<file path="src/rtl/rle_pkg.sv">
// ----------------------------------------------------------------------------
// rle_pkg
// Shared types, constants and helper functions of the register log event
// extractor.
// ----------------------------------------------------------------------------
package rle_pkg;

    localparam int CfgIndexWidth = 3;
    localparam int CfgDataWidth  = 32;

    localparam logic [CfgIndexWidth-1:0] CfgDeviceKind    = 3'd0;
    localparam logic [CfgIndexWidth-1:0] CfgChannelSelect = 3'd1;
    localparam logic [CfgIndexWidth-1:0] CfgSyncNumerator = 3'd2;
    localparam logic [CfgIndexWidth-1:0] CfgSyncDenom     = 3'd3;
    localparam logic [CfgIndexWidth-1:0] CfgStartOffset   = 3'd4;

    localparam logic [7:0]  ChannelAll     = 8'hff;
    localparam logic [31:0] NumeratorReset = 32'd10;
    localparam logic [31:0] DenomReset     = 32'd1000;
    localparam logic [9:0]  Kilo           = 10'd1000;
    localparam int          TimeWidthDefault = 32;

    localparam logic [7:0] CmdPort0 = 8'h00;
    localparam logic [7:0] CmdPort1 = 8'h01;
    localparam logic [7:0] CmdTick  = 8'hff;
    localparam logic [7:0] CmdWait  = 8'hfe;
    localparam logic [7:0] CmdEnd   = 8'hfd;

    localparam logic [5:0] WaitShiftMax = 6'd35;
    localparam logic [5:0] WaitShiftLim = 6'd32;
    localparam logic [5:0] WaitStep     = 6'd7;

    typedef enum logic [1:0] {
        STATUS_WRITE = 2'd0,
        STATUS_END   = 2'd1,
        STATUS_ERROR = 2'd2
    } status_t;

    typedef struct packed {
        status_t     status;
        logic [31:0] offset;
        logic        port;
        logic [7:0]  addr;
        logic [7:0]  value;
    } event_t;

    typedef struct packed {
        logic       port;
        logic [7:0] addr_a;
        logic [7:0] addr_b;
    } chan_entry_t;

    localparam int OpnaChannels = 9;
    localparam int OpmChannels  = 8;

    localparam chan_entry_t OpnaChan [OpnaChannels] = '{
        '{1'b0, 8'ha0, 8'ha4}, '{1'b0, 8'ha1, 8'ha5}, '{1'b0, 8'ha2, 8'ha6},
        '{1'b1, 8'ha0, 8'ha4}, '{1'b1, 8'ha1, 8'ha5}, '{1'b1, 8'ha2, 8'ha6},
        '{1'b0, 8'h00, 8'h01}, '{1'b0, 8'h02, 8'h03}, '{1'b0, 8'h04, 8'h05}
    };

    function automatic logic is_note_reg(input logic opm, input logic [7:0] a);
        logic r;
        if (opm)
            r = (a >= 8'h28) && (a <= 8'h37);
        else
            r = (a <= 8'h06) || ((a >= 8'ha0) && (a <= 8'hae) && (a[1:0] != 2'b11));
        return r;
    endfunction

    function automatic logic chan_match(input logic opm, input logic [7:0] c,
                                        input logic p, input logic [7:0] a);
        logic        r;
        chan_entry_t e;
        e = OpnaChan[0];
        if (c == ChannelAll)
            r = 1'b1;
        else if (opm)
            r = (c < 8'(OpmChannels)) && !p
                && ((a == 8'h28 + c) || (a == 8'h30 + c));
        else if (c < 8'(OpnaChannels))
        begin
            e = OpnaChan[c[3:0]];
            r = (p == e.port) && ((a == e.addr_a) || (a == e.addr_b));
        end
        else
            r = 1'b0;
        return r;
    endfunction

    // One restoring divide step: {quotient bit, new remainder}.
    function automatic logic [32:0] div_step(input logic [31:0] rem, input logic dbit,
                                             input logic [31:0] den);
        logic [32:0] t;
        logic [32:0] r;
        t = {rem, dbit};
        if (t >= {1'b0, den})
            r = {1'b1, 32'(t - {1'b0, den})};
        else
            r = {1'b0, t[31:0]};
        return r;
    endfunction

endpackage

</file>
<file path="src/rtl/register_log_event_extractor.sv">
// ----------------------------------------------------------------------------
// register_log_event_extractor
// Parses a sound-chip register dump byte stream and reports note register
// writes, end of dump and unknown commands with offset and time in ms.
//
// Input: s_tdata carries one dump byte per word. Output: one word per event,
// kind in m_tuser. Configuration goes through cfg_we/cfg_addr/cfg_data; the
// user must write it only while the block is idle, as the block does not
// enforce it. Writing start_offset reloads the byte position. A byte that
// causes an event is accepted, the time unit multiplies (32x32, then times
// 1000) and runs the two-bit-per-cycle divider, and the push state loads
// the output register. s_tready is low while the time unit runs. A finished
// word waits in the output register for m_tready; the next byte is accepted
// meanwhile, and a new event waits in the push state until the output
// register frees up. After end of dump or an unknown command all bytes are
// accepted and dropped until reset. Reset restores register defaults, clears
// the parser and empties the output.
// ----------------------------------------------------------------------------
module register_log_event_extractor #(
    parameter int TIME_WIDTH = rle_pkg::TimeWidthDefault
) (
    input  logic                               clk,
    input  logic                               rst_n,
    input  logic                               s_tvalid,
    output logic                               s_tready,
    input  logic [7:0]                         s_tdata,   // dump_byte
    output logic                               m_tvalid,
    input  logic                               m_tready,
    // event_offset[31:0], time_ms[63:32], port[64], reg_addr[72:65],
    // reg_value[80:73], zero[87:81]
    output logic [87:0]                        m_tdata,
    output logic [1:0]                         m_tuser,   // status
    input  logic                               cfg_we,
    input  logic [rle_pkg::CfgIndexWidth-1:0]  cfg_addr,
    input  logic [rle_pkg::CfgDataWidth-1:0]   cfg_data
);

    typedef enum logic [2:0] {
        ST_IDLE = 3'b001,
        ST_CALC = 3'b010,
        ST_PUSH = 3'b100
    } state_t;

    state_t          state_reg, state_next;
    logic            kind_reg;
    logic [7:0]      chan_reg;
    logic [31:0]     num_reg;
    logic [31:0]     den_reg;
    rle_pkg::event_t pend_reg;
    rle_pkg::event_t out_reg;
    logic [31:0]     otime_reg;
    logic            ovalid_reg, ovalid_next;

    logic            accept;
    logic            evt_valid;
    rle_pkg::event_t evt;
    logic [31:0]     ticks;
    logic            t_busy;
    logic            t_done;
    logic [31:0]     t_time;
    logic [31:0]     num_eff;
    logic [31:0]     den_eff;
    logic            push;
    logic            pos_load;

    assign accept   = s_tvalid && s_tready;
    assign s_tready = (state_reg == ST_IDLE);
    assign pos_load = cfg_we && (cfg_addr == rle_pkg::CfgStartOffset);
    assign num_eff  = (num_reg == 32'd0) ? rle_pkg::NumeratorReset : num_reg;
    assign den_eff  = (den_reg == 32'd0) ? rle_pkg::DenomReset : den_reg;

    always_ff @(posedge clk or negedge rst_n)
    begin
        if (!rst_n)
        begin
            kind_reg <= 1'b0;
            chan_reg <= rle_pkg::ChannelAll;
            num_reg  <= rle_pkg::NumeratorReset;
            den_reg  <= rle_pkg::DenomReset;
        end
        else if (cfg_we)
        begin
            case (cfg_addr)
                rle_pkg::CfgDeviceKind:    kind_reg <= cfg_data[0];
                rle_pkg::CfgChannelSelect: chan_reg <= cfg_data[7:0];
                rle_pkg::CfgSyncNumerator: num_reg  <= cfg_data[31:0];
                rle_pkg::CfgSyncDenom:     den_reg  <= cfg_data[31:0];
                default:                   ;
            endcase
        end
    end

    rle_parser u_parser (
        .clk            (clk),
        .rst_n          (rst_n),
        .accept         (accept),
        .byte_in        (s_tdata),
        .device_kind    (kind_reg),
        .channel_select (chan_reg),
        .pos_load       (pos_load),
        .pos_value      (cfg_data[31:0]),
        .evt_valid      (evt_valid),
        .evt            (evt),
        .ticks          (ticks)
    );

    rle_time #(
        .TIME_WIDTH (TIME_WIDTH)
    ) u_time (
        .clk     (clk),
        .rst_n   (rst_n),
        .start   (accept && evt_valid),
        .ticks   (ticks),
        .num     (num_eff),
        .den     (den_eff),
        .busy    (t_busy),
        .done    (t_done),
        .time_ms (t_time)
    );

    assign push = (state_reg == ST_PUSH) && (!ovalid_reg || m_tready);

    always_comb
    begin
        state_next  = state_reg;
        ovalid_next = ovalid_reg;
        if (ovalid_reg && m_tready)
            ovalid_next = 1'b0;
        case (state_reg)
            ST_IDLE:
                if (accept && evt_valid)
                    state_next = ST_CALC;
            ST_CALC:
                if (t_done)
                    state_next = ST_PUSH;
            ST_PUSH:
                if (push)
                begin
                    ovalid_next = 1'b1;
                    state_next  = ST_IDLE;
                end
            default:
                state_next = ST_IDLE;
        endcase
    end

    always_ff @(posedge clk or negedge rst_n)
    begin
        if (!rst_n)
        begin
            state_reg  <= ST_IDLE;
            ovalid_reg <= 1'b0;
        end
        else
        begin
            state_reg  <= state_next;
            ovalid_reg <= ovalid_next;
        end
    end

    always_ff @(posedge clk)
    begin
        if (accept && evt_valid)
            pend_reg <= evt;
        if (push)
        begin
            out_reg   <= pend_reg;
            otime_reg <= t_time;
        end
    end

    assign m_tvalid = ovalid_reg;
    assign m_tuser  = out_reg.status;
    assign m_tdata  = {7'd0, out_reg.value, out_reg.addr, out_reg.port, otime_reg,
                       out_reg.offset};

    assert property (@(posedge clk) disable iff (!rst_n)
        s_tready |-> !t_busy)
        else $error("input ready while time unit busy");

    assert property (@(posedge clk) disable iff (!rst_n)
        (accept && evt_valid) |=> (state_reg == ST_CALC && t_busy))
        else $error("event did not start time unit");

    assert property (@(posedge clk) disable iff (!rst_n)
        t_done |-> (state_reg == ST_CALC))
        else $error("time result outside calc state");

    assert property (@(posedge clk) disable iff (!rst_n)
        (ovalid_reg && !m_tready) |=> (ovalid_reg && $stable(otime_reg)))
        else $error("stalled output word changed");

endmodule

</file>
<file path="src/rtl/rle_parser.sv">
// ----------------------------------------------------------------------------
// rle_parser
// Byte stream parser: command decode, tick counting, variable-length waits
// and note register filtering.
// ----------------------------------------------------------------------------
module rle_parser (
    input  logic               clk,
    input  logic               rst_n,
    input  logic               accept,
    input  logic [7:0]         byte_in,
    input  logic               device_kind,
    input  logic [7:0]         channel_select,
    input  logic               pos_load,
    input  logic [31:0]        pos_value,
    output logic               evt_valid,
    output rle_pkg::event_t    evt,
    output logic [31:0]        ticks
);

    typedef enum logic [4:0] {
        PH_CMD   = 5'b00001,
        PH_ADDR  = 5'b00010,
        PH_VALUE = 5'b00100,
        PH_WAIT  = 5'b01000,
        PH_HALT  = 5'b10000
    } phase_t;

    phase_t      phase_reg,  phase_next;
    logic [31:0] pos_reg,    pos_next;
    logic [31:0] tick_reg,   tick_next;
    logic        lport_reg,  lport_next;
    logic [7:0]  laddr_reg,  laddr_next;
    logic [31:0] cpos_reg,   cpos_next;
    logic [31:0] acc_reg,    acc_next;
    logic [5:0]  shift_reg,  shift_next;
    logic [31:0] wait_bits;

    always_comb
    begin
        phase_next = phase_reg;
        pos_next   = pos_reg;
        tick_next  = tick_reg;
        lport_next = lport_reg;
        laddr_next = laddr_reg;
        cpos_next  = cpos_reg;
        acc_next   = acc_reg;
        shift_next = shift_reg;
        evt_valid  = 1'b0;
        evt        = '{status: rle_pkg::STATUS_WRITE, offset: pos_reg, port: 1'b0,
                       addr: 8'd0, value: 8'd0};
        wait_bits  = 32'({32'd0, byte_in[6:0]} << shift_reg);

        if (accept && phase_reg != PH_HALT)
        begin
            pos_next = pos_reg + 32'd1;
            case (phase_reg)
                PH_CMD:
                begin
                    if (byte_in == rle_pkg::CmdPort0 || byte_in == rle_pkg::CmdPort1)
                    begin
                        lport_next = byte_in[0];
                        cpos_next  = pos_reg;
                        phase_next = PH_ADDR;
                    end
                    else if (byte_in == rle_pkg::CmdTick)
                        tick_next = tick_reg + 32'd1;
                    else if (byte_in == rle_pkg::CmdWait)
                    begin
                        acc_next   = 32'd0;
                        shift_next = 6'd0;
                        phase_next = PH_WAIT;
                    end
                    else
                    begin
                        evt_valid  = 1'b1;
                        evt.status = (byte_in == rle_pkg::CmdEnd) ? rle_pkg::STATUS_END
                                                                 : rle_pkg::STATUS_ERROR;
                        phase_next = PH_HALT;
                    end
                end
                PH_ADDR:
                begin
                    laddr_next = byte_in;
                    phase_next = PH_VALUE;
                end
                PH_VALUE:
                begin
                    if (rle_pkg::is_note_reg(device_kind, laddr_reg)
                        && rle_pkg::chan_match(device_kind, channel_select,
                                               lport_reg, laddr_reg))
                    begin
                        evt_valid  = 1'b1;
                        evt.offset = cpos_reg;
                        evt.port   = lport_reg;
                        evt.addr   = laddr_reg;
                        evt.value  = byte_in;
                    end
                    phase_next = PH_CMD;
                end
                PH_WAIT:
                begin
                    if (shift_reg < rle_pkg::WaitShiftLim)
                        acc_next = acc_reg | wait_bits;
                    shift_next = (shift_reg + rle_pkg::WaitStep > rle_pkg::WaitShiftMax)
                                 ? rle_pkg::WaitShiftMax : shift_reg + rle_pkg::WaitStep;
                    if (!byte_in[7])
                    begin
                        tick_next  = tick_reg + acc_next + 32'd2;
                        phase_next = PH_CMD;
                    end
                end
                default:
                    phase_next = PH_HALT;
            endcase
        end

        if (pos_load)
            pos_next = pos_value;
    end

    always_ff @(posedge clk or negedge rst_n)
    begin
        if (!rst_n)
        begin
            phase_reg <= PH_CMD;
            pos_reg   <= 32'd0;
            tick_reg  <= 32'd0;
            lport_reg <= 1'b0;
            laddr_reg <= 8'd0;
            cpos_reg  <= 32'd0;
            acc_reg   <= 32'd0;
            shift_reg <= 6'd0;
        end
        else
        begin
            phase_reg <= phase_next;
            pos_reg   <= pos_next;
            tick_reg  <= tick_next;
            lport_reg <= lport_next;
            laddr_reg <= laddr_next;
            cpos_reg  <= cpos_next;
            acc_reg   <= acc_next;
            shift_reg <= shift_next;
        end
    end

    assign ticks = tick_reg;

endmodule

</file>
<file path="src/rtl/rle_time.sv">
// ----------------------------------------------------------------------------
// rle_time
// Event time unit: ticks*num*1000 by the multiply states T_MUL and T_SCALE,
// then a restoring divider by den, two quotient bits per cycle.
// ----------------------------------------------------------------------------
module rle_time #(
    parameter int TIME_WIDTH = rle_pkg::TimeWidthDefault
) (
    input  logic        clk,
    input  logic        rst_n,
    input  logic        start,
    input  logic [31:0] ticks,
    input  logic [31:0] num,
    input  logic [31:0] den,
    output logic        busy,
    output logic        done,
    output logic [31:0] time_ms
);

    localparam int DvdWidth  = 64;
    localparam int DivSteps  = DvdWidth / 2;
    localparam int CntWidth  = $clog2(DivSteps);
    localparam int OutWidth  = (TIME_WIDTH < 32) ? TIME_WIDTH : 32;

    typedef enum logic [3:0] {
        T_IDLE  = 4'b0001,
        T_MUL   = 4'b0010,
        T_SCALE = 4'b0100,
        T_DIV   = 4'b1000
    } tstate_t;

    tstate_t                 state_reg, state_next;
    logic [31:0]             tick_reg,  tick_next;
    logic [DvdWidth-1:0]     dvd_reg,   dvd_next;
    logic [31:0]             rem_reg,   rem_next;
    logic [TIME_WIDTH-1:0]   q_reg,     q_next;
    logic [CntWidth-1:0]     cnt_reg,   cnt_next;
    logic                    done_reg,  done_next;
    logic [32:0]             s1, s2;

    always_comb
    begin
        state_next = state_reg;
        tick_next  = tick_reg;
        dvd_next   = dvd_reg;
        rem_next   = rem_reg;
        q_next     = q_reg;
        cnt_next   = cnt_reg;
        done_next  = 1'b0;
        s1 = rle_pkg::div_step(rem_reg, dvd_reg[DvdWidth-1], den);
        s2 = rle_pkg::div_step(s1[31:0], dvd_reg[DvdWidth-2], den);

        case (state_reg)
            T_IDLE:
            begin
                if (start)
                begin
                    tick_next  = ticks;
                    state_next = T_MUL;
                end
            end
            T_MUL:
            begin
                dvd_next   = DvdWidth'(tick_reg) * DvdWidth'(num);
                state_next = T_SCALE;
            end
            T_SCALE:
            begin
                dvd_next   = dvd_reg * DvdWidth'(rle_pkg::Kilo);
                rem_next   = 32'd0;
                q_next     = '0;
                cnt_next   = CntWidth'(DivSteps - 1);
                state_next = T_DIV;
            end
            T_DIV:
            begin
                rem_next = s2[31:0];
                dvd_next = {dvd_reg[DvdWidth-3:0], 2'b00};
                q_next   = {q_reg[TIME_WIDTH-3:0], s1[32], s2[32]};
                cnt_next = cnt_reg - CntWidth'(1);
                if (cnt_reg == '0)
                begin
                    done_next  = 1'b1;
                    state_next = T_IDLE;
                end
            end
            default:
                state_next = T_IDLE;
        endcase
    end

    always_ff @(posedge clk or negedge rst_n)
    begin
        if (!rst_n)
        begin
            state_reg <= T_IDLE;
            cnt_reg   <= '0;
            done_reg  <= 1'b0;
        end
        else
        begin
            state_reg <= state_next;
            cnt_reg   <= cnt_next;
            done_reg  <= done_next;
        end
    end

    always_ff @(posedge clk)
    begin
        tick_reg <= tick_next;
        dvd_reg  <= dvd_next;
        rem_reg  <= rem_next;
        q_reg    <= q_next;
    end

    assign busy    = (state_reg != T_IDLE);
    assign done    = done_reg;
    assign time_ms = 32'(q_reg[OutWidth-1:0]);

endmodule

</file>
<file path="config.mk">
export PLATFORM = sky130hd
export DESIGN_NAME = register_log_event_extractor
export DESIGN_NICKNAME = d
export VERILOG_FILES = /design/src/rtl/rle_pkg.sv /design/src/rtl/register_log_event_extractor.sv /design/src/rtl/rle_parser.sv /design/src/rtl/rle_time.sv
export SDC_FILE = /design/constraint.sdc
export NUM_CORES = 2
export LEC_CHECK = 0
export BUFFER_PORTS_ARGS = -buffer_cell sky130_fd_sc_hd__buf_4
export CORE_MARGIN = 4
export CORE_UTILIZATION = 55
export CTS_BUF_LIST = sky130_fd_sc_hd__clkbuf_2
export CTS_CLUSTER_SIZE = 40
export DETAILED_ROUTE_END_ITERATION = 6
export PLACE_DENSITY = 0.74
export REMOVE_ABC_BUFFERS = 1
export SLEW_MARGIN = 10
export SYNTH_ARGS = -nofsm -noshare
export SYNTH_HDL_FRONTEND = slang
export SYNTH_SLANG_ARGS = --single-unit
export TNS_END_PERCENT = 50
</file>
<file path="constraint.sdc">
create_clock -name clk -period 8.6 [get_ports clk]
set_clock_uncertainty 0.15 [all_clocks]
set_input_delay 0.86 -clock clk [delete_from_list [all_inputs] [get_ports clk]]
set_output_delay 0.86 -clock clk [all_outputs]
set_load 0.05 [all_outputs]
</file>
# Word-level counts from Yosys, hierarchy flattened
# Memories as Yosys holds them, arrays and structs flattened.
# Cells that the tools add are included.
word_totals:
  regBits: 529
  latch_bits: 0
  ram_bits: 0
  rom_bits: 272
  input_bits: 48
  out_inout_bits: 92
  elab_cells: 206
  mem_count: 1
memory_table:
  columns: ["memory", "depth", "word_bits", "rd", "rd_clocked_by_memory_dff", "wr", "line_no", "source"]
  rows:
  - ["(no name shown)", 16, 17, 1, 0, 0, "rle_pkg.sv:83", "e = OpnaChan[c[3:0]];"]
classes:
  addsub: 10
  n_mul: 2
  n_div: 0
  n_lt_le_gt_ge: 12
  n_eq_ne: 38
  n_shift: 1
  n_mux: 63
  bitwise: 4
  reduce_logical: 43
ops:
  columns: ["op", "n"]
  rows:
  - ["$mux W32", 13]
  - ["$pmux W32 S2", 4]
  - ["$pmux W64 S3", 1]
  - ["$mux W49", 3]
  - ["$ge A33 B32 Y1", 2]
  - ["$mux W33", 2]
  - ["$add A32 B1 Y32 const B", 2]
  - ["$logic_not A32 Y1", 2]
  - ["$mul A32 B32 Y64", 1]
  - ["$mul A64 B7 Y61 const B", 1]
  - ["$sub A32 B32 Y32", 2]
  - ["$mux W17", 2]
  - ["$add A32 B2 Y32 const B", 1]
  - ["$add A32 B32 Y32", 1]
  - ["$eq A8 B8 Y1", 4]
  - ["$eq A8 B8 Y1 const B", 4]
  - ["$or A32 B32 Y32", 1]
  - ["$shl A7 B6 Y32", 1]
  - ["$mux W6", 4]
  - ["$mux W5", 4]
  - ["$pmux W5 S4", 1]
  - ["$mux W1", 18]
  - ["$add A6 B8 Y8 const A", 2]
  - ["$lt A8 B4 Y1 const B", 2]
  - ["49 further kinds", 95]

# Logic depth before layout (Yosys ltp)
depth:
  depth_word: 19
  mapped_depth: 32
  mapped_depth_nobuf: 29

# By module
# Synthesis repeated with hierarchy kept, for this count alone.
hier_totals:
  cells_unflattened: 7319
  area_unflattened_um2: 71363.4
by_module_without_submodules:
  columns: ["module", "n_inst", "cells_each", "area_per_inst_um2", "seq_area_each_um2"]
  rows:
  - ["rle_time", 1, 5673, 52915.8, 5056.1]
  - ["rle_parser", 1, 1239, 10820.4, 3704.8]
  - ["register_log_event_extractor", 1, 407, 7627.3, 5972.0]

# Worst setup path before layout
# Ideal clock, no wire load.
synth_timing:
  path_type: "register to register"
  start: "register num_reg[25]"
  end: "register u_time.dvd_reg[59], data pin"
  setup_time_ps: 261
  arrival_ps: 7824
  t_required_ps: 8189
  path_slack_ps: 365
  path_stages_with_launch: 30
  path_buffers: 3
  synth_period_minus_slack_ps: 8235
  path_cell_list: "dfrtp_1 > clkbuf_1 > nor4_1 > nand4_1 > nor2_1 > or2_2 > clkbuf_1 > and2_1 > fa_1 > inv_1 > fa_1 > fa_1 > fa_1 > inv_1 > fa_1 > fa_1 > fa_1 > fa_1 > ha_1 > clkbuf_1 > nand4_1 > o21ai_0 > a221oi_1 > a31oi_1 > o21ai_1 > o41ai_1 > a41o_1 > a31oi_1 > xnor2_1 > a221o_1"
synth_between:
  elab_chain_len: 4
synth_lines:
  columns: ["item", "line_no", "source"]
  rows:
  - ["from (decl)", "register_log_event_extractor.sv:47", "logic [31:0] num_reg;"]
  - ["from (signal assigned)", "register_log_event_extractor.sv:78", "num_reg <= rle_pkg::NumeratorReset;"]
  - ["from (signal assigned)", "register_log_event_extractor.sv:86", "rle_pkg::CfgSyncNumerator: num_reg <= cfg_data[31:0];"]
  - ["$logic_not A32 Y1", "register_log_event_extractor.sv:69", "assign num_eff = (num_reg == 32'd0) ? rle_pkg::NumeratorReset : num_reg;"]
  - ["$mux W32 *", "register_log_event_extractor.sv:69", null]
  - ["$mul A32 B32 Y64 *", "rle_time.sv:64", "dvd_next = DvdWidth'(tick_reg) * DvdWidth'(num);"]
  - ["$pmux W64 S3 *", "rle_time.sv:53", "case (state_reg)"]
  - ["via u_time.dvd_next[59]", "rle_time.sv:34", "logic [DvdWidth-1:0] dvd_reg, dvd_next;"]
  - ["to (signal assigned)", "rle_time.sv:111", "dvd_reg <= dvd_next;"]
  - ["to (decl)", "rle_time.sv:34", null]
# The timed path passes the listed nets; every way through them passes the cells marked *.
# A chain may end at the register's enable or synchronous reset.

# Worst setup path in the final report
layout_timing:
  start: "register u_time.tick_reg[27]"
  end: "register u_time.dvd_reg[59], data pin"
layout_between:
  elab_chain_len: 2
layout_lines:
  columns: ["item", "line_no", "source"]
  rows:
  - ["from (decl)", "rle_time.sv:33", "logic [31:0] tick_reg, tick_next;"]
  - ["from (signal assigned)", "rle_time.sv:110", "tick_reg <= tick_next;"]
  - ["$mul A32 B32 Y64", "rle_time.sv:64", null]
  - ["$pmux W64 S3", "rle_time.sv:53", null]
  - ["via u_time.dvd_next[59]", "rle_time.sv:34", null]
# The timed path passes the listed nets, and every way through them passes these cells.

==> run metrics <==
CP peak stage delay 740 ps; row count 131; internal power 4.46 mW; max reg flops 64; switching power total 2.84 mW; dpl cell area between 70000 and 80000 um2; crit end category register; top-count cell post-synth inv_1; register area share after synthesis 20.7%; synthesized flop and latch total 529; failing checks design-rule violations; fin. max-slew vios 0; Final GP Congestion 0.977; Worst Path Max Fanout 23; die area ~140000 um2; CTS Root Buffer Type clkbuf_2; dpl hpwl 147000 um; final wirelength between 150000 and 200000 um; cell taking the most area after synthesis fa_1; grt met2 use roughly 47%; Synth Warn # 0; count of cell types in the netlist 93; first-pass GRT wire length 310000 um; DR pass1 iterations 7; Slowest cell on crit path fa_1; vias in the first global route 57200; Hold WC Path Type in -> reg; pwr dens 94.4 nW/um2; FILL cells 10800; Clock power frac between 20 and 30%; htree depth 4; Comb power frac 33.4%; TritonCTS clock tree yes; worst skew pair latency 1550 ps; clock sink total 529; Core Region around 130000 um2; met1 Use GR 37.8%; vias after detailed routing around 55000; cells after synthesis 7379; static leakage roughly 37 nW; Clock transition at path regs 100 ps; slew margin rel. 28.4%; largest cells by area after synthesis fa_1 31%, edfxtp_1 12%, ha_1 9.1%; RSZ-0062 raised after global routing true; Die Wd 368 um; Critical Path AT 9450 ps; Via density 5.78; maximum clock rate 0.118 GHz; Sw Share 38.9%; initial antenna violation count 6; EDFF count, synth 294; top post-synthesis cells by count 1223 x inv_1, 1118 x fa_1, 788 x nand2_1, 623 x and2_1, 519 x ha_1; critical setup path kind reg -> reg; Num CTS Buffers 145; number of max-cap violations 0; P&R area growth vs syn 8.52%; CP required 9580 ps; post-route cell area 77400 um2; gr busiest metal met2; Routed Antenna Nets 0; CP Launch Type register; top cell type's share of synthesized area a little under a third; Final Cycle Share 98.5%; met3 GRT Util 5.82%; crit-path cells buf_4, nand2_1, fa_1, fa_1, fa_1, fa_1, inv_1, fa_1, fa_1, fa_1, ha_1, ha_1, a21oi_1, o21bai_1, a21oi_1, o21ai_0, a21oi_1, o41ai_4, a41o_1, a31oi_1, xnor2_1, a221o_1; Worst IR Drop VDD between 0.15 and 0.2 mV; die height 368 um; Slew @ Worst Pin 1070 ps; largest net degree at the start of global routing 170; initial detailed-routing violation count 4415; WP buf/inv 2; Mean Syn Cell Area 9.66 um2; Async SR Flop Fraction 44.4%; Hold WS 182 ps; fraction of layout cells with a size suffix above 1 10.8%; GRT Resource Usage Total 28.6%; min Tclk post-route ~8500 ps; # setup viols final 0; WL per Instance 20.4 um; Initial Utilization a little under three fifths; final net count 9259; crit-path most repeated cell fa_1; Netlist Area Pre-Place 71300 um2; status complete, but fails checks; I/O Pins 140; Worst path top cell family by delay adder cells; Synth Flop Type edfxtp_1; clk buf depth 3; power share of the sequential group between 30% and 40%; Final Hold Fails 0; PortBufs 132; global route overflow 0; DR DRC count 1
==> cells in the final DEF (no fill, tap or decap), types with 33 or more instances in the layout <==
cell and n:
a211oi_1 34, a21boi_0 36, a21o_1 94, a21oi_1 278, a22oi_1 40, a31oi_1 35
and2_1 622, and3_1 69, buf_4 287, clkbuf_2 219, dfrtp_1 216, dlygate4sd3_1 112
edfxtp_1 294, fa_1 1118, ha_1 509, inv_1 1223, mux2_2 172, nand2_1 787
nand3_1 127, nand4_1 69, nor2_1 207, nor3_1 52, o21ai_0 263, o21bai_1 33
xnor2_1 140, xor2_1 100
==> final cells by class <==
type,instances,area (um2),share of cell area [%]
multi-input cells,5260,50900,65.8
flip-flops and latches,529,14700,19.0
inverters,1224,4600,5.94
repair buffers,414,3570,4.61
well taps,1729,2160,2.80
clock buffers,219,1100,1.42
clock inverters,48,310,0.401
diodes,6,15.0,0.0194
==> cell families (layout without fill, tap and decap cells) <==
family                   after synthesis  after routing  share of synthesized area [%]
multiplexers                         185            185                           2.91
buffers and inverters               1597           1905                           8.49
other                                  1             14                        0.00526
AO/OA/AOI/OAI                       1075           1075                           9.64
XOR/XNOR                             240            240                           2.95
AND/OR/NAND/NOR                     2115           2115                           14.9
flip-flops                           529            529                           20.7
adder cells (fa/ha/maj)             1637           1637                           40.5
==> path summary, 6_finish.rpt <==
kind	from	to	slack, ps	cells after the start
max reg2reg	u_time.tick_reg[27]	u_time.dvd_reg[59]	130	22
max	u_time.tick_reg[27]	u_time.dvd_reg[59]	130	22
min reg2reg	pend_reg[37]	m_tdata[20]	200	0
max in group asynchronous	rst_n	u_time.cnt_reg[0]	6910	4
min	cfg_data[12]	u_parser.pos_reg[12]	180	4
min in group asynchronous	rst_n	u_parser.shift_reg[2]	380	4
==> metal layers <==
layer / routed length (um) / vias up
met4: 7130 / 2
met1: 78500 / 27600
li1: - / 24300
met5: 13 / -
met2: 91800 / 2187
met3: 14700 / 489
==> power by group through the flow <==
| stage | clock, mW | sequential [mW] | combinational, mW |
|---|---|---|---|
| floorplan | 0 | 3.05 | 1.40 |
| global placement | 0 | 2.94 | 2.27 |
| detailed placement | 0 | 2.95 | 2.31 |
| CTS | 2.02 | 2.89 | 2.38 |
| global route | 2.15 | 2.92 | 2.62 |
| finish | 1.96 | 2.90 | 2.44 |
==> tightest hold or removal path, stage by stage <==
cell           delay [ps]
dlygate4sd3_1         560
buf_4                 150
nand2_1                50
o21ai_0                90
==> through the flow <==
| stage | instances | setup TNS, ps | worst slack, ps | utilization (%) | total power [mW] |
|---|---|---|---|---|---|
| floorplan | 7013 | 0 | 140 | - | 4.45 |
| global route | 9428 | -422 | -123 | 60.4 | 7.69 |
| CTS | 9415 | 0 | 20.3 | 60.1 | 7.29 |
| detailed placement | 9032 | -1210 | -364 | 58.1 | 5.25 |
| finish | 9429 | 0 | 127 | 60.4 | 7.30 |
| global placement | 9032 | -427 | -228 | 58.1 | 5.21 |
==> what timing repair did <==
action                     in CTS  in global routing
setup endpoints to repair      17                 29
hold buffers                  113                  0
pin swaps                       1                 15
hold endpoints to repair      430                  0
buffers inserted                3                  8
resized for setup               5                 53
Power figures use the tool's default switching activity.
